[src/design/aqts_pkg.sv]
// Package for the affinity quantum thread scheduler.
// Sizes, command codes, datapath operation codes and the controller/datapath structs.
// No dependencies.
package aqts_pkg;

    localparam int NUM_THREADS = 32;
    localparam int NUM_CORES   = 8;
    localparam int TIME_BITS   = 32;
    localparam int TW          = $clog2(NUM_THREADS);
    localparam int CW          = $clog2(NUM_CORES);

    localparam logic [31:0] QUANTUM_RESET = 32'd100000;
    localparam logic [3:0]  CORES_RESET   = 4'd8;

    // configuration register indexes
    localparam logic [1:0] IDX_QUANTUM = 2'd0;
    localparam logic [1:0] IDX_CORES   = 2'd1;

    // event commands
    localparam logic [3:0] CMD_CREATE  = 4'd0;
    localparam logic [3:0] CMD_SETAFF  = 4'd1;
    localparam logic [3:0] CMD_GETAFF  = 4'd2;
    localparam logic [3:0] CMD_YIELD   = 4'd3;
    localparam logic [3:0] CMD_START   = 4'd4;
    localparam logic [3:0] CMD_STALL   = 4'd5;
    localparam logic [3:0] CMD_RESUME  = 4'd6;
    localparam logic [3:0] CMD_EXIT    = 4'd7;
    localparam logic [3:0] CMD_TICK    = 4'd8;

    typedef struct packed {
        logic [3:0]           command;
        logic [TW-1:0]        thread_index;
        logic [TW-1:0]        caller_index;
        logic [7:0]           affinity_mask;
        logic                 mask_given;
        logic [TIME_BITS-1:0] event_time;
    } t_item;

    // datapath operations
    typedef enum logic [4:0] {
        OP_NOP, OP_LOAD, OP_REJECT, OP_CREATE1, OP_CREATE2, OP_SETAFF1, OP_GETAFF,
        OP_RUN1, OP_STOP1, OP_SLICE_CLR_ON, OP_YIELD_SET, OP_RS_BEGIN, OP_RS_SCAN,
        OP_RS_OUT, OP_RS_COMMIT, OP_TICK_INIT, OP_TICK_DEC, OP_TICK_NEXT, OP_TICK_END,
        OP_REPLY
    } t_op;

    // where a reschedule takes its core from
    typedef enum logic [1:0] {
        SRC_ON, SRC_FREE, SRC_YC, SRC_TICK
    } t_src;

    typedef struct packed {
        t_op  op;
        t_src src;
    } t_dp_cmd;

    typedef struct packed {
        logic [3:0] cmd;
        logic       created;
        logic       runnable;
        logic       on_none;
        logic       on_allowed;
        logic       yc_allowed;
        logic       self;
        logic       mask_bad;
        logic       free_valid;
        logic       occ_start;
        logic       scan_last;
        logic       need_out;
        logic       need_in;
        logic       tick_need;
        logic       tick_last;
        logic       out_free;
    } t_dp_stat;

endpackage

[src/design/aqts_if.sv]
// Channel interfaces of the scheduler: event items in, result items out.
// Depends on aqts_pkg for sizes.
interface aqts_in_if;
    logic                          valid;
    logic                          ready;
    logic [3:0]                    command;
    logic [aqts_pkg::TW-1:0]       thread_index;
    logic [aqts_pkg::TW-1:0]       caller_index;
    logic [7:0]                    affinity_mask;
    logic                          mask_given;
    logic [aqts_pkg::TIME_BITS-1:0] event_time;

    modport source (output valid, command, thread_index, caller_index, affinity_mask,
                    mask_given, event_time, input ready);
    modport sink   (input valid, command, thread_index, caller_index, affinity_mask,
                    mask_given, event_time, output ready);
endinterface

interface aqts_out_if;
    logic                    valid;
    logic                    ready;
    logic                    result_kind;
    logic [aqts_pkg::TW-1:0] moved_thread;
    logic [aqts_pkg::CW-1:0] core_index;
    logic                    core_valid;
    logic                    reply_ok;
    logic [7:0]              reply_mask;
    logic                    last_result;

    modport source (output valid, result_kind, moved_thread, core_index, core_valid,
                    reply_ok, reply_mask, last_result, input ready);
    modport sink   (input valid, result_kind, moved_thread, core_index, core_valid,
                    reply_ok, reply_mask, last_result, output ready);
endinterface

[src/design/aqts_ctrl.sv]
// Sequencer of the scheduler: dispatches events, runs reschedules and the tick sweep.
// Depends on aqts_pkg; drives aqts_dp through t_dp_cmd and reads t_dp_stat.
module aqts_ctrl (
    input  logic               i_clk,
    input  logic               i_rst_n,
    input  logic               i_valid,
    output logic               o_ready,
    input  aqts_pkg::t_dp_stat i_stat,
    output aqts_pkg::t_dp_cmd  o_cmd
);

    typedef enum logic [15:0] {
        S_IDLE      = 16'h0001,
        S_DISP      = 16'h0002,
        S_CR2       = 16'h0004,
        S_SA2       = 16'h0008,
        S_YCHK      = 16'h0010,
        S_FREE_RS   = 16'h0020,
        S_ON_RS     = 16'h0040,
        S_RS_BEGIN  = 16'h0080,
        S_RS_CHK    = 16'h0100,
        S_RS_SCAN   = 16'h0200,
        S_RS_OUT    = 16'h0400,
        S_RS_COMMIT = 16'h0800,
        S_Y2        = 16'h1000,
        S_TCHK      = 16'h2000,
        S_TNEXT     = 16'h4000,
        S_REPLY     = 16'h8000
    } t_state;

    // what follows a finished reschedule
    typedef enum logic [1:0] {
        PH_DONE, PH_Y2, PH_TICK
    } t_phase;

    t_state         r_state, n_state;
    t_phase         r_phase, n_phase;
    aqts_pkg::t_src r_src, n_src;
    t_state         w_ret;

    assign o_ready = (r_state == S_IDLE);

    // return point after a reschedule
    always_comb begin
        unique case (r_phase)
            PH_Y2:   w_ret = S_Y2;
            PH_TICK: w_ret = S_TNEXT;
            default: w_ret = S_REPLY;
        endcase
    end

    always_comb begin
        n_state   = r_state;
        n_phase   = r_phase;
        n_src     = r_src;
        o_cmd.op  = aqts_pkg::OP_NOP;
        o_cmd.src = r_src;
        unique case (r_state)
            S_IDLE: begin
                if (i_valid) begin
                    o_cmd.op = aqts_pkg::OP_LOAD;
                    n_state  = S_DISP;
                end
            end
            S_DISP: begin
                if (i_stat.cmd > aqts_pkg::CMD_TICK ||
                    (i_stat.cmd >= aqts_pkg::CMD_YIELD && i_stat.cmd <= aqts_pkg::CMD_EXIT &&
                     !i_stat.created)) begin
                    o_cmd.op = aqts_pkg::OP_REJECT;
                    n_state  = S_REPLY;
                end else begin
                    unique case (i_stat.cmd) inside
                        aqts_pkg::CMD_CREATE: begin
                            if (i_stat.created) begin
                                o_cmd.op = aqts_pkg::OP_REJECT;
                                n_state  = S_REPLY;
                            end else begin
                                o_cmd.op = aqts_pkg::OP_CREATE1;
                                n_state  = S_CR2;
                            end
                        end
                        aqts_pkg::CMD_SETAFF: begin
                            o_cmd.op = aqts_pkg::OP_SETAFF1;
                            n_state  = S_SA2;
                        end
                        aqts_pkg::CMD_GETAFF: begin
                            o_cmd.op = aqts_pkg::OP_GETAFF;
                            n_state  = S_REPLY;
                        end
                        aqts_pkg::CMD_YIELD: begin
                            n_state = S_YCHK;
                        end
                        aqts_pkg::CMD_START, aqts_pkg::CMD_RESUME: begin
                            o_cmd.op = aqts_pkg::OP_RUN1;
                            n_state  = S_FREE_RS;
                        end
                        aqts_pkg::CMD_STALL, aqts_pkg::CMD_EXIT: begin
                            o_cmd.op = aqts_pkg::OP_STOP1;
                            n_state  = S_ON_RS;
                        end
                        aqts_pkg::CMD_TICK: begin
                            o_cmd.op = aqts_pkg::OP_TICK_INIT;
                            n_state  = S_TCHK;
                        end
                        default: begin
                            o_cmd.op = aqts_pkg::OP_REJECT;
                            n_state  = S_REPLY;
                        end
                    endcase
                end
            end
            S_CR2: begin
                o_cmd.op = aqts_pkg::OP_CREATE2;
                n_state  = S_REPLY;
            end
            // set_affinity follow-up once the mask is stored
            S_SA2: begin
                if (i_stat.mask_bad || !i_stat.created) begin
                    n_state = S_REPLY;
                end else if (i_stat.self) begin
                    n_state = S_YCHK;
                end else if (!i_stat.on_none && !i_stat.on_allowed) begin
                    o_cmd.op = aqts_pkg::OP_SLICE_CLR_ON;
                    n_state  = S_REPLY;
                end else if (i_stat.runnable && i_stat.on_none) begin
                    n_state = S_FREE_RS;
                end else begin
                    n_state = S_REPLY;
                end
            end
            S_YCHK: begin
                if (i_stat.on_none) begin
                    n_state = S_REPLY;
                end else begin
                    o_cmd.op = aqts_pkg::OP_YIELD_SET;
                    n_phase  = PH_Y2;
                    n_src    = aqts_pkg::SRC_YC;
                    n_state  = S_RS_BEGIN;
                end
            end
            S_FREE_RS: begin
                if (i_stat.free_valid) begin
                    n_src   = aqts_pkg::SRC_FREE;
                    n_phase = PH_DONE;
                    n_state = S_RS_BEGIN;
                end else begin
                    n_state = S_REPLY;
                end
            end
            S_ON_RS: begin
                if (!i_stat.on_none) begin
                    n_src   = aqts_pkg::SRC_ON;
                    n_phase = PH_DONE;
                    n_state = S_RS_BEGIN;
                end else begin
                    n_state = S_REPLY;
                end
            end
            // reschedule of one core
            S_RS_BEGIN: begin
                o_cmd.op = aqts_pkg::OP_RS_BEGIN;
                n_state  = S_RS_CHK;
            end
            S_RS_CHK: begin
                n_state = i_stat.occ_start ? w_ret : S_RS_SCAN;
            end
            S_RS_SCAN: begin
                o_cmd.op = aqts_pkg::OP_RS_SCAN;
                if (i_stat.scan_last) begin
                    n_state = S_RS_OUT;
                end
            end
            S_RS_OUT: begin
                if (!i_stat.need_out) begin
                    n_state = S_RS_COMMIT;
                end else if (i_stat.out_free) begin
                    o_cmd.op = aqts_pkg::OP_RS_OUT;
                    n_state  = S_RS_COMMIT;
                end
            end
            S_RS_COMMIT: begin
                if (!i_stat.need_in || i_stat.out_free) begin
                    o_cmd.op = aqts_pkg::OP_RS_COMMIT;
                    n_state  = w_ret;
                end
            end
            S_Y2: begin
                if (!i_stat.yc_allowed && i_stat.free_valid) begin
                    n_src   = aqts_pkg::SRC_FREE;
                    n_phase = PH_DONE;
                    n_state = S_RS_BEGIN;
                end else begin
                    n_state = S_REPLY;
                end
            end
            // tick sweep over the cores in use
            S_TCHK: begin
                if (i_stat.tick_need) begin
                    n_src   = aqts_pkg::SRC_TICK;
                    n_phase = PH_TICK;
                    n_state = S_RS_BEGIN;
                end else begin
                    o_cmd.op = aqts_pkg::OP_TICK_DEC;
                    n_state  = S_TNEXT;
                end
            end
            S_TNEXT: begin
                if (i_stat.tick_last) begin
                    o_cmd.op = aqts_pkg::OP_TICK_END;
                    n_state  = S_REPLY;
                end else begin
                    o_cmd.op = aqts_pkg::OP_TICK_NEXT;
                    n_state  = S_TCHK;
                end
            end
            S_REPLY: begin
                if (i_stat.out_free) begin
                    o_cmd.op = aqts_pkg::OP_REPLY;
                    n_state  = S_IDLE;
                end
            end
            default: n_state = S_IDLE;
        endcase
    end

    always_ff @(posedge i_clk) begin
        if (!i_rst_n) begin
            r_state <= S_IDLE;
            r_phase <= PH_DONE;
            r_src   <= aqts_pkg::SRC_ON;
        end else begin
            r_state <= n_state;
            r_phase <= n_phase;
            r_src   <= n_src;
        end
    end

endmodule

[src/design/aqts_dp.sv]
// Datapath of the scheduler: thread and core tables, scan unit, config and result register.
// Depends on aqts_pkg and aqts_out_if; operated by aqts_ctrl.
module aqts_dp (
    input  logic                 i_clk,
    input  logic                 i_rst_n,
    input  logic                 i_cfg_we,
    input  logic [1:0]           i_cfg_idx,
    input  logic [31:0]          i_cfg_data,
    input  aqts_pkg::t_item      i_item,
    input  aqts_pkg::t_dp_cmd    i_cmd,
    output aqts_pkg::t_dp_stat   o_stat,
    aqts_out_if.source           o_res
);

    localparam int NT = aqts_pkg::NUM_THREADS;
    localparam int NC = aqts_pkg::NUM_CORES;
    localparam int TW = aqts_pkg::TW;
    localparam int CW = aqts_pkg::CW;
    localparam int TB = aqts_pkg::TIME_BITS;

    // thread table
    logic [7:0]    r_aff   [NT];
    logic          r_run   [NT];
    logic          r_start [NT];
    logic          r_cre   [NT];
    logic          r_onv   [NT];   // 1: not on any core
    logic [CW-1:0] r_onc   [NT];
    logic [TB-1:0] r_last  [NT];
    // core table
    logic          r_occv  [NC];
    logic [TW-1:0] r_occ   [NC];
    logic [31:0]   r_slice [NC];
    logic [TB-1:0] r_prev;
    logic [CW-1:0] r_nic;
    logic [31:0]   r_quant;
    logic [3:0]    r_ncfg;
    // current event
    logic [3:0]    r_cmd;
    logic [TW-1:0] r_t, r_caller;
    logic [7:0]    r_mask;
    logic          r_given;
    logic [TB-1:0] r_now;
    logic          r_ok, r_rcv;
    logic [CW-1:0] r_rcore;
    logic [7:0]    r_rmask;
    // reschedule and tick sweep
    logic [CW-1:0] r_rc, r_yc, r_tc;
    logic [TW-1:0] r_st, r_pick;
    logic          r_pv;
    logic [TB-1:0] r_best;
    // result register
    logic          r_ov, r_okind, r_ocv, r_ook, r_olast;
    logic [TW-1:0] r_oth;
    logic [CW-1:0] r_ocore;
    logic [7:0]    r_omask;

    logic [3:0]    w_n;
    logic [7:0]    w_cmask, w_freev;
    logic          w_free_valid;
    logic [CW-1:0] w_free;
    logic [TB-1:0] w_delta, w_eff;
    logic          w_ov, w_cond, w_is_occ, w_take, w_change, w_out_free;
    logic [TW-1:0] w_oi;
    logic [CW-1:0] w_src_core, w_c0;

    // cores in use, saturated to 1..8
    always_comb begin
        if (r_ncfg == 4'd0)      w_n = 4'd1;
        else if (r_ncfg > 4'd8)  w_n = 4'd8;
        else                     w_n = r_ncfg;
        for (int i = 0; i < 8; i++) begin
            w_cmask[i] = (4'(i) < w_n);
        end
    end

    // lowest free core the event thread may use
    always_comb begin
        w_freev      = r_aff[r_t] & w_cmask;
        for (int i = 0; i < NC; i++) begin
            if (r_occv[i]) w_freev[i] = 1'b0;
        end
        w_free_valid = |w_freev;
        w_free       = '0;
        for (int i = NC - 1; i >= 0; i--) begin
            if (w_freev[i]) w_free = CW'(i);
        end
    end

    // scan of one thread against core r_rc
    assign w_ov     = r_occv[r_rc];
    assign w_oi     = r_occ[r_rc];
    assign w_cond   = r_aff[r_st][r_rc] && r_run[r_st] && (r_onv[r_st] || r_onc[r_st] == r_rc);
    assign w_is_occ = w_ov && (w_oi == r_st);
    assign w_eff    = w_is_occ ? r_now : r_last[r_st];
    assign w_take   = w_cond && (!r_pv || w_eff < r_best);
    assign w_change = (w_ov != r_pv) || (w_ov && r_pv && (w_oi != r_pick));

    assign w_delta    = r_now - r_prev;
    assign w_out_free = !r_ov || o_res.ready;
    assign w_c0       = ({1'b0, r_nic} >= w_n) ? '0 : r_nic;

    always_comb begin
        case (i_cmd.src)
            aqts_pkg::SRC_ON:   w_src_core = r_onc[r_t];
            aqts_pkg::SRC_FREE: w_src_core = w_free;
            aqts_pkg::SRC_YC:   w_src_core = r_yc;
            default:            w_src_core = r_tc;
        endcase
    end

    // status towards the controller
    always_comb begin
        o_stat.cmd        = r_cmd;
        o_stat.created    = r_cre[r_t];
        o_stat.runnable   = r_run[r_t];
        o_stat.on_none    = r_onv[r_t];
        o_stat.on_allowed = r_aff[r_t][r_onc[r_t]];
        o_stat.yc_allowed = r_aff[r_t][r_yc];
        o_stat.self       = (r_t == r_caller);
        o_stat.mask_bad   = r_given && (r_mask == 8'd0 || (r_mask & ~w_cmask) != 8'd0);
        o_stat.free_valid = w_free_valid;
        o_stat.occ_start  = w_ov && r_start[w_oi];
        o_stat.scan_last  = (r_st == TW'(NT - 1));
        o_stat.need_out   = w_change && w_ov;
        o_stat.need_in    = w_change && r_pv;
        o_stat.tick_need  = (32'(w_delta) > r_slice[r_tc]) || !r_occv[r_tc];
        o_stat.tick_last  = ({1'b0, r_tc} == (w_n - 4'd1));
        o_stat.out_free   = w_out_free;
    end

    assign o_res.valid       = r_ov;
    assign o_res.result_kind = r_okind;
    assign o_res.moved_thread = r_oth;
    assign o_res.core_index  = r_ocore;
    assign o_res.core_valid  = r_ocv;
    assign o_res.reply_ok    = r_ook;
    assign o_res.reply_mask  = r_omask;
    assign o_res.last_result = r_olast;

    always_ff @(posedge i_clk) begin
        if (!i_rst_n) begin
            for (int i = 0; i < NT; i++) begin
                r_aff[i]   <= '0;
                r_run[i]   <= 1'b0;
                r_start[i] <= 1'b0;
                r_cre[i]   <= 1'b0;
                r_onv[i]   <= 1'b1;
                r_last[i]  <= '0;
            end
            for (int i = 0; i < NC; i++) begin
                r_occv[i]  <= 1'b0;
                r_slice[i] <= '0;
            end
            r_prev  <= '0;
            r_nic   <= '0;
            r_quant <= aqts_pkg::QUANTUM_RESET;
            r_ncfg  <= aqts_pkg::CORES_RESET;
            r_ov    <= 1'b0;
        end else begin
            // configuration writes
            if (i_cfg_we) begin
                if (i_cfg_idx == aqts_pkg::IDX_QUANTUM) r_quant <= i_cfg_data;
                else if (i_cfg_idx == aqts_pkg::IDX_CORES) r_ncfg <= i_cfg_data[3:0];
            end
            if (o_res.ready) r_ov <= 1'b0;

            case (i_cmd.op)
                aqts_pkg::OP_LOAD: begin
                    r_cmd    <= i_item.command;
                    r_t      <= i_item.thread_index;
                    r_caller <= i_item.caller_index;
                    r_mask   <= i_item.affinity_mask;
                    r_given  <= i_item.mask_given;
                    r_now    <= i_item.event_time;
                    r_ok     <= 1'b1;
                    r_rcore  <= '0;
                    r_rcv    <= 1'b0;
                    r_rmask  <= '0;
                end
                aqts_pkg::OP_REJECT: r_ok <= 1'b0;
                aqts_pkg::OP_CREATE1: begin
                    r_cre[r_t]   <= 1'b1;
                    r_start[r_t] <= 1'b1;
                    if (r_aff[r_t] == 8'd0) begin
                        r_aff[r_t] <= 8'd1 << w_c0;
                        r_nic      <= (({1'b0, w_c0} + 4'd1) >= w_n) ? '0 : w_c0 + CW'(1);
                    end
                end
                aqts_pkg::OP_CREATE2: begin
                    r_onv[r_t] <= !w_free_valid;
                    r_onc[r_t] <= w_free;
                    if (w_free_valid) begin
                        r_occv[w_free]  <= 1'b1;
                        r_occ[w_free]   <= r_t;
                        r_slice[w_free] <= r_quant;
                        r_rcore         <= w_free;
                        r_rcv           <= 1'b1;
                    end
                end
                aqts_pkg::OP_SETAFF1: begin
                    if (r_given) begin
                        if (r_mask == 8'd0 || (r_mask & ~w_cmask) != 8'd0) r_ok <= 1'b0;
                        else r_aff[r_t] <= r_mask;
                    end else begin
                        r_aff[r_t] <= r_aff[r_t] | w_cmask;
                    end
                end
                aqts_pkg::OP_GETAFF: r_rmask <= r_aff[r_t] & w_cmask;
                aqts_pkg::OP_RUN1: begin
                    if (r_cmd == aqts_pkg::CMD_START) r_start[r_t] <= 1'b0;
                    r_run[r_t] <= 1'b1;
                end
                aqts_pkg::OP_STOP1: begin
                    if (r_cmd == aqts_pkg::CMD_EXIT) r_start[r_t] <= 1'b0;
                    r_run[r_t] <= 1'b0;
                end
                aqts_pkg::OP_SLICE_CLR_ON: r_slice[r_onc[r_t]] <= '0;
                aqts_pkg::OP_YIELD_SET: begin
                    r_yc                 <= r_onc[r_t];
                    r_slice[r_onc[r_t]]  <= '0;
                end
                aqts_pkg::OP_RS_BEGIN: begin
                    r_rc <= w_src_core;
                    r_st <= '0;
                    r_pv <= 1'b0;
                end
                // oldest eligible thread wins, ties to the lower id
                aqts_pkg::OP_RS_SCAN: begin
                    if (w_cond && w_is_occ) r_last[r_st] <= r_now;
                    if (w_take) begin
                        r_pv   <= 1'b1;
                        r_pick <= r_st;
                        r_best <= w_eff;
                    end
                    r_st <= r_st + TW'(1);
                end
                aqts_pkg::OP_RS_OUT: begin
                    r_onv[w_oi]  <= 1'b1;
                    r_last[w_oi] <= r_now;
                    r_ov    <= 1'b1;
                    r_okind <= 1'b0;
                    r_oth   <= w_oi;
                    r_ocore <= '0;
                    r_ocv   <= 1'b0;
                    r_ook   <= 1'b0;
                    r_omask <= '0;
                    r_olast <= 1'b0;
                end
                aqts_pkg::OP_RS_COMMIT: begin
                    if (w_change) begin
                        r_occv[r_rc] <= r_pv;
                        r_occ[r_rc]  <= r_pick;
                        if (r_pv) begin
                            r_onv[r_pick] <= 1'b0;
                            r_onc[r_pick] <= r_rc;
                            r_ov    <= 1'b1;
                            r_okind <= 1'b0;
                            r_oth   <= r_pick;
                            r_ocore <= r_rc;
                            r_ocv   <= 1'b1;
                            r_ook   <= 1'b0;
                            r_omask <= '0;
                            r_olast <= 1'b0;
                        end
                    end
                    r_slice[r_rc] <= r_quant;
                end
                aqts_pkg::OP_TICK_INIT: r_tc <= '0;
                aqts_pkg::OP_TICK_DEC:  r_slice[r_tc] <= r_slice[r_tc] - 32'(w_delta);
                aqts_pkg::OP_TICK_NEXT: r_tc <= r_tc + CW'(1);
                aqts_pkg::OP_TICK_END:  r_prev <= r_now;
                aqts_pkg::OP_REPLY: begin
                    r_ov    <= 1'b1;
                    r_okind <= 1'b1;
                    r_oth   <= '0;
                    r_ocore <= r_rcv ? r_rcore : '0;
                    r_ocv   <= r_rcv;
                    r_ook   <= r_ok;
                    r_omask <= r_rmask;
                    r_olast <= 1'b1;
                end
                default: ;
            endcase
        end
    end

endmodule

[src/design/affinity_quantum_thread_scheduler_top.sv]
// Affinity quantum thread scheduler, top level.
// Channel i_in carries events (create, set/get affinity, yield, start, stall,
// resume, exit, tick), one item at a time; channel o_res returns, per event, the
// thread move notices in order followed by one reply item with last_result set.
// Configuration: i_cfg_we with i_cfg_idx 0 writes quantum_ticks, index 1 writes
// cores_in_use; other indexes are ignored. Write only while idle.
// Each core reschedule scans the threads against that core, one thread per cycle,
// and ends without a scan when the occupant is still starting. A tick visits every
// core in use. i_in.ready is high only between events. Results leave through a
// single output register; a stall on o_res holds the sequencer at the next result
// it has to emit, and no result is lost or repeated.
// Reset (i_rst_n low, synchronous) resets the thread flags, masks and times, the
// core valid flags and slices, the tick time and the initial core pointer, and
// loads quantum 100000 and eight cores.
// Depends on aqts_pkg, aqts_if, aqts_ctrl and aqts_dp.
module affinity_quantum_thread_scheduler_top (
    input  logic        i_clk,
    input  logic        i_rst_n,
    input  logic        i_cfg_we,
    input  logic [1:0]  i_cfg_idx,
    input  logic [31:0] i_cfg_data,
    aqts_in_if.sink     i_in,
    aqts_out_if.source  o_res
);

    aqts_pkg::t_item    w_item;
    aqts_pkg::t_dp_cmd  w_cmd;
    aqts_pkg::t_dp_stat w_stat;
    logic               w_ready;

    assign i_in.ready = w_ready;

    // payload of the event channel
    assign w_item.command       = i_in.command;
    assign w_item.thread_index  = i_in.thread_index;
    assign w_item.caller_index  = i_in.caller_index;
    assign w_item.affinity_mask = i_in.affinity_mask;
    assign w_item.mask_given    = i_in.mask_given;
    assign w_item.event_time    = i_in.event_time;

    aqts_ctrl u_ctrl (
        .i_clk   (i_clk),
        .i_rst_n (i_rst_n),
        .i_valid (i_in.valid),
        .o_ready (w_ready),
        .i_stat  (w_stat),
        .o_cmd   (w_cmd)
    );

    aqts_dp u_dp (
        .i_clk      (i_clk),
        .i_rst_n    (i_rst_n),
        .i_cfg_we   (i_cfg_we),
        .i_cfg_idx  (i_cfg_idx),
        .i_cfg_data (i_cfg_data),
        .i_item     (w_item),
        .i_cmd      (w_cmd),
        .o_stat     (w_stat),
        .o_res      (o_res)
    );

endmodule
[src/flat_wrapper.sv]
// flat-port wrapper written by rule: the top's interface ports become plain ports
module affinity_quantum_thread_scheduler_top_flat 
  (i_clk, i_rst_n, i_cfg_we, i_cfg_idx, i_cfg_data, i_in_valid, i_in_command, i_in_thread_index, i_in_caller_index, i_in_affinity_mask, i_in_mask_given, i_in_event_time, i_in_ready, o_res_valid, o_res_result_kind, o_res_moved_thread, o_res_core_index, o_res_core_valid, o_res_reply_ok, o_res_reply_mask, o_res_last_result, o_res_ready);
  aqts_in_if i_in_i ();
  aqts_out_if o_res_i ();
  input  logic i_clk;
  input  logic i_rst_n;
  input  logic i_cfg_we;
  input  logic [1:0] i_cfg_idx;
  input  logic [31:0] i_cfg_data;
  input wire logic [$bits(i_in_i.valid)-1:0] i_in_valid;
  input wire logic [$bits(i_in_i.command)-1:0] i_in_command;
  input wire logic [$bits(i_in_i.thread_index)-1:0] i_in_thread_index;
  input wire logic [$bits(i_in_i.caller_index)-1:0] i_in_caller_index;
  input wire logic [$bits(i_in_i.affinity_mask)-1:0] i_in_affinity_mask;
  input wire logic [$bits(i_in_i.mask_given)-1:0] i_in_mask_given;
  input wire logic [$bits(i_in_i.event_time)-1:0] i_in_event_time;
  output wire logic [$bits(i_in_i.ready)-1:0] i_in_ready;
  output wire logic [$bits(o_res_i.valid)-1:0] o_res_valid;
  output wire logic [$bits(o_res_i.result_kind)-1:0] o_res_result_kind;
  output wire logic [$bits(o_res_i.moved_thread)-1:0] o_res_moved_thread;
  output wire logic [$bits(o_res_i.core_index)-1:0] o_res_core_index;
  output wire logic [$bits(o_res_i.core_valid)-1:0] o_res_core_valid;
  output wire logic [$bits(o_res_i.reply_ok)-1:0] o_res_reply_ok;
  output wire logic [$bits(o_res_i.reply_mask)-1:0] o_res_reply_mask;
  output wire logic [$bits(o_res_i.last_result)-1:0] o_res_last_result;
  input wire logic [$bits(o_res_i.ready)-1:0] o_res_ready;
  assign i_in_i.valid = i_in_valid;
  assign i_in_i.command = i_in_command;
  assign i_in_i.thread_index = i_in_thread_index;
  assign i_in_i.caller_index = i_in_caller_index;
  assign i_in_i.affinity_mask = i_in_affinity_mask;
  assign i_in_i.mask_given = i_in_mask_given;
  assign i_in_i.event_time = i_in_event_time;
  assign i_in_ready = i_in_i.ready;
  assign o_res_valid = o_res_i.valid;
  assign o_res_result_kind = o_res_i.result_kind;
  assign o_res_moved_thread = o_res_i.moved_thread;
  assign o_res_core_index = o_res_i.core_index;
  assign o_res_core_valid = o_res_i.core_valid;
  assign o_res_reply_ok = o_res_i.reply_ok;
  assign o_res_reply_mask = o_res_i.reply_mask;
  assign o_res_last_result = o_res_i.last_result;
  assign o_res_i.ready = o_res_ready;
  affinity_quantum_thread_scheduler_top u_core (.i_clk(i_clk), .i_rst_n(i_rst_n), .i_cfg_we(i_cfg_we), .i_cfg_idx(i_cfg_idx), .i_cfg_data(i_cfg_data), .i_in(i_in_i), .o_res(o_res_i));
endmodule
[config.mk]
export PLATFORM = sky130hd
export DESIGN_NAME = affinity_quantum_thread_scheduler_top_flat
export DESIGN_NICKNAME = d
export VERILOG_FILES = /design/src/design/aqts_pkg.sv /design/src/design/aqts_if.sv /design/src/design/aqts_ctrl.sv /design/src/design/aqts_dp.sv /design/src/design/affinity_quantum_thread_scheduler_top.sv /design/src/flat_wrapper.sv
export SDC_FILE = /design/constraint.sdc
export NUM_CORES = 2
export LEC_CHECK = 0
export ABC_AREA = 0
export BUFFER_PORTS_ARGS = -buffer_cell sky130_fd_sc_hd__buf_4
export CORE_ASPECT_RATIO = 0.8
export CORE_UTILIZATION = 35
export CTS_CLUSTER_DIAMETER = 30
export DETAILED_ROUTE_END_ITERATION = 6
export PLACE_DENSITY_LB_ADDON = 0.25
export SYNTH_ARGS = -nofsm -noshare
export SYNTH_HDL_FRONTEND = slang
export SYNTH_HIERARCHICAL = 1
export SYNTH_SLANG_ARGS = --single-unit
[constraint.sdc]
create_clock -name i_clk -period 21 [get_ports i_clk]
set_input_delay 2.1 -clock i_clk [delete_from_list [all_inputs] [get_ports i_clk]]
set_output_delay 2.1 -clock i_clk [all_outputs]
set_load 0.02 [all_outputs]
Yosys cells after proc, flatten, opt, wreduce, memory -nomap -nowiden. Memory sizes are Yosys's and may differ from the RTL's. A register that Yosys moved wholly into a read port is not among the register bits. Index checks and enable logic that the tools add are counted.

Register bits after elaboration: 231. Bits in writable memories: 1808. Output and inout port bits: 22. Logic and storage cells: 481. Memories kept: 10.

Memories: u_core.u_dp.r_last (depth 32, width 32, read ports 1, clocked after memory_dff 1, wr ports 32, line aqts_dp.sv:28) `logic [TB-1:0] r_last [NT];`; u_core.u_dp.r_aff (depth 32, width 8, read ports 2, clocked after memory_dff 2, wr ports 32, line aqts_dp.sv:22) `logic [7:0] r_aff [NT];`; u_core.u_dp.r_slice (depth 8, width 32, read ports 1, clocked after memory_dff 1, wr ports 8, line aqts_dp.sv:32) `logic [31:0] r_slice [NC];`; u_core.u_dp.r_onc (depth 32, width 3, read ports 2, clocked after memory_dff 2, wr ports 1, line aqts_dp.sv:27) `logic [CW-1:0] r_onc [NT];`; u_core.u_dp.r_occ (depth 8, width 5, read ports 1, clocked after memory_dff 1, wr ports 1, line aqts_dp.sv:31) `logic [TW-1:0] r_occ [NC];`; u_core.u_dp.r_cre (depth 32, width 1, read ports 1, clocked after memory_dff 1, wr ports 32, line aqts_dp.sv:25) `logic r_cre [NT];`; 4 more memories.

Add/subtract/negate cells: 7. Magnitude comparators: 19. Equality and inequality tests: 71. Shift operators: 1. Mux-type cells: 245. Bitwise gates (word level): 11. Reduce and logical (&&, ||, !) cells: 86.

Operator list (count): $mux 16 (17); $mux 32 (8); $pmux 16 s15 (1); $reduce_or 32->1 (6); $mux 5 (25); $mux 1 (118); $pmux 16 s6 (1); $mux 3 (26); $sub 32x32->32 (2); $pmux 5 s12 (1); $eq 5x4->1 const B (8); $mux 4 (10); $mux 8 (5); $gt 32x32->1 (1); $lt 32x32->1 (1); $pmux 16 s2 (1); $ne 2x2->1 const B (15); $pmux 4 s7 (1); $eq 5x5->1 const B (5); $pmux 8 s3 (1); $eq 5x3->1 const B (4); $mux 2 (10); $pmux 2 s5 (2); $pmux 3 s3 (2); 77 further kinds (169).

Longest topological paths before layout.
Word-level depth: 21. Depth in mapped cells: 35. Depth with buffers taken out: 33.

By module. Netlist, hierarchy kept.

Modules (own cells, without submodules): aqts_dp (times used 1, cells an instance 7194, area an instance 95811.9 um^2, sequential area each 59186.8 um^2); aqts_ctrl (times used 1, cells an instance 223, area an instance 1624.1 um^2, sequential area each 400.4 um^2).

Worst setup path before layout. Ideal clock, no wire load.

Kind: reg2reg. Start point: register with a tool-made name. End point: memory u_core/u_dp/r_last[13][0] in the netlist's numbering (enable). Library setup time: 0.470 ns. Arrival time: 9.316 ns. Setup slack: 11.214 ns. Cell stages (with the launch flop): 26. Path buffers: 5. Period minus slack after synthesis: 9.786 ns. Cells stage by stage: dfxtp_1 buf_1 buf_1 mux4_2 mux2i_1 ha_1 inv_1 fa_1 a21o_1 a211o_1 a2111oi_0 o21ai_0 a32oi_1 a21oi_1 a21oi_1 nor2b_1 o21ai_0 nor3_1 a311o_1 nand3b_1 nor2_1 clkbuf_1 buf_1 nor2_1 buf_2 o31ai_1.

RTL lines (line): end, declared (aqts_dp.sv:28).

==> metrics.md <==
| Metric | Value |
|---|---|
| Outcome | `completed` |
| Synthesis warning total | `6` |
| DR vias | `67,320` |
| CP top delay family | `simple AND/OR/NAND/NOR gates` |
| Fin. max-slew vios | `0` |
| Worst path bufs/invs | `1` |
| Starting Density | `0.3534` |
| WL per Instance | `28.38 um` |
| Post-synthesis sequential element count | `2,055` |
| # Post-CTS Setup Buffers | `0` |
| Total Nets Final | `7,883` |
| Final Non-Filler Cells | `11,700` |
| RSZ-0062 raised after global routing | `false` |
| Routed Antenna Nets | `0` |
| CP startpoint kind | `flip-flop` |
| Max_cap viols | `0` |
| Critical R2R Launch | `u_core/u_dp/r_now[5]` |
| Vias in the first global route | `65,860` |
| Hold path depth | `2` |
| Most used cell along the critical path | `a21oi_1` |
| Via-to-Cell Ratio | `5.755` |
| P&R area growth vs syn | `21.55%` |
| Number of port buffers | `115` |
| Synthesized area per cell | `13.14 sq um` |
| Total GRT Usage | `0.2323` |
| Asr flop ratio synth | `0` |
| Worst Max-Slew Pin Slew | `1.368 ns` |
| Cts hold-fix bufs | `0` |
| WP depth | `30` |
| Starting DRT DRC Count | `8,480` |
| Min cycle time layout | `10.65 ns` |
| Leak pwr | `41.39 nW` |
| Final setup violation count | `0` |
| Core area | `275,700 sq um` |
| Sequential area share after synthesis | `0.6116` |
| Largest net degree at the start of global routing | `129` |
| Worst Hold Class | `reg -> reg` |
| Tcrit/Tclk final | `0.5071` |
| Fraction of layout cells with a size suffix above 1 | `0.2224` |
| Residual DRC count | `0` |
| Hold_sp | `u_core/u_dp/r_prev[8]` |
| Placed Cells | `10,870` |
| Post-synth EDFFs | `1,843` |
| Worst path required time | `21.43 ns` |
| Post_cts resized | `0` |
| Clk buf depth | `4` |
| Fmax | `93.91 MHz` |
| Distinct cells, synth | `97` |
| DIE HEIGHT | `473.9 um` |
| CP max stage cell | `nand2_2` |
| Relative slew slack | `0.07989` |
| Grt ovf | `0` |
| Origin of the worst setup path | `u_core/u_dp/r_now[5]` |
| Chip width | `591.9 um` |
| CTS H-Tree Depth | `5` |
| Synthesized net count | `7,630` |
| Maximum VDD drop | `0.09664 mV` |
| Total CTS buffers | `456` |
| First-pass GRT wire length | `470,300 um` |
| Clock Skews | `0.1373 ns` |
| Die area | `280,500 sq um` |
| Routed wire length | `331,900 um` |
| Mapped cell area | `97,440 sq um` |
| Worst Reg-to-Reg Cells | `30` |
| Setup_tns | `0 ns` |
| Post-synth top flop | `edfxtp_1` |
| Crit path kind | `reg -> reg` |
| PD cells | `105.2 nW/um^2` |
| Arr. time, crit path | `11.08 ns` |
| CP endpoint kind | `flip-flop` |
| Initial antenna violation count | `9` |
| CP Max Fanout | `33` |
| CTS tree | `done` |
| Clk root buf | `clkbuf_16` |
| Biggest cell delay along the critical path | `0.73 ns` |
| Post-DP HPWL | `198,400 um` |
| Clock-pin slew on the worst setup and hold paths | `0.04 ns` |
| Clock sinks | `2,055` |
| Worst-Skew Late Latency | `1.01 ns` |
| FP Rows | `172` |
| Initial DRT Pass Iterations | `6` |
| Final Hold Fails | `0` |
| Number of I/O pins | `116` |
| GP Congestion | `0.8973` |
| Syn Inst Count | `7,417` |
stage by stage:
step / utilization / area [sq um] / hold WS, ns / setup WS (ns) / power [mW]
3_5_place_dp: 0.3736 / 103000 / 0.4480 / 10.62 / 5.396
4_1_cts: 0.4296 / 118400 / 0.4534 / 10.57 / 12.50
3_3_place_gp: 0.3736 / 103000 / 0.4422 / 10.72 / 5.385
5_1_grt: 0.4296 / 118400 / 0.4677 / 9.681 / 12.76
2_1_floorplan: - / 97440 / 0.4244 / 11.21 / 5.086
6_report: 0.4296 / 118400 / 0.4507 / 10.35 / 12.46
synth_stat cells (all sizes together) (6+ instances only):
cell,number,area (sq um)
or3b,6,52.55
nor4,22,156.4
edfxtp,1843,55340
o22ai,6,37.54
a21o,39,292.8
a22oi,138,1036
a21boi,7,52.55
nor3b,22,170.2
xnor2,45,394.1
nand4,25,156.4
nand2b,35,219.0
mux2,69,780.7
nor2,1838,6974
nand3b,16,120.1
ha,117,1464
nor4b,9,85.08
a32oi,17,148.9
and3,24,150.1
or3,8,50.05
o21a,19,142.6
dfxtp,212,4244
o21bai,14,105.1
o21ai,183,915.9
a21oi,297,1486
mux2i,220,2206
a2111oi,6,52.55
or4,10,82.58
o31ai,43,322.8
nor3,77,385.4
xor2,29,254.0
buf,214,1085
a211o,13,113.9
or2,10,62.56
nor2b,53,331.6
and2,30,188.9
o211ai,10,75.07
o2111ai,10,93.84
clkbuf,299,1124
nand2,505,1896
a31oi,28,175.2
a32o,6,60.06
nand3,62,310.3
mux4,565,12720
inv,119,446.7
a211oi,28,210.2
layout by cell type (no fill, tap or decap), types with 19 or more instances in the layout:
cell and count:
nor2b_1 51, o21ai_0 153, a21oi_1 296, o21ai_1 24
clkinv_1 72, dfxtp_1 202, xor2_1 29, a21o_1 39
clkinv_4 22, a211oi_1 27, nor3_1 76, nand3_1 61
nor2_1 1823, ha_1 117, inv_1 116, o21a_1 19
edfxtp_1 1843, and3_1 23, o31ai_4 33, and2_1 26
nand4_1 25, clkinvlp_4 31, mux2i_1 218, inv_6 19
a31oi_1 27, clkbuf_1 49, mux4_2 565, buf_4 304
nor3b_1 19, mux2_2 68, clkinv_2 89, xnor2_1 45
a22oi_1 138, clkbuf_16 467, bufinv_16 68, nand2_1 497
nand2b_1 35
layout make-up:
class | instances | area, sq um
well taps | 3654 | 4572
fillers | 24760 | 157200
diodes | 2 | 5.005
repair buffers | 308 | 2356
clock inverters | 304 | 3443
multi-input cells | 4728 | 35990
inverters | 121 | 460.4
clock buffers | 525 | 11990
flip-flops and latches | 2055 | 59620
registers in the layout (all words and copies together), names as in the netlist, 8 cells and up, named ones only:
register                      cells
u_core/u_dp/r_onc                96
u_core/u_dp/r_quant              32
u_core/u_dp/r_aff               256
u_core/u_dp/r_last             1024
u_core/u_dp/r_onv                32
u_core/u_dp/o_res.reply_mask      8
u_core/u_dp/r_run                32
u_core/u_dp/r_occ                40
u_core/u_dp/r_occv                8
u_core/u_dp/r_now                32
u_core/u_dp/r_prev               32
u_core/u_dp/r_rmask               8
u_core/u_dp/r_start              32
u_core/u_dp/r_cre                32
u_core/u_dp/r_mask                8
u_core/u_ctrl/r_state            16
u_core/u_dp/r_best               32
u_core/u_dp/r_slice             256
worst paths after layout:
path | end | slack [ns]
max | u_core/u_dp/r_slice[6][29] | 10.35
min | u_core/u_dp/r_prev[8] | 0.45
max reg2reg | u_core/u_dp/r_slice[6][29] | 10.35
min reg2reg | u_core/u_dp/r_prev[8] | 0.45
kinds of logic after synthesis:
kind of cell | Yosys count | share of synthesized area
AND/OR/NAND/NOR | 2770 | 0.1186
flip-flops | 2055 | 0.6116
AO/OA/AOI/OAI | 911 | 0.05919
multiplexers | 854 | 0.1612
buffers and inverters | 634 | 0.02733
adder cells (fa/ha/maj) | 119 | 0.01544
XOR/XNOR | 74 | 0.006652
per-layer routing:
metal	track usage	routed length, um	up-vias
met5	0	37	-
met2	0.3555	149000	3824
li1	-	-	28410
met1	0.3276	138300	34520
met3	0.05646	36290	564
met4	0.06579	8270	6
tightest hold or removal path, delay by kind of cell (launching register included):
kind            cells  cell delay [ns]
compound gates      1             0.05
simple gates        1             0.05
flops               1             0.30
power breakdown:
part / internal, mW / leakage [nW] / switching (mW)
Combinational: 0.222 / 13.6 / 0.476
Sequential: 4.59 / 20.3 / 0.0574
Clock: 4.87 / 7.52 / 2.25
Note: power is estimated with default switching activity, not from simulation.
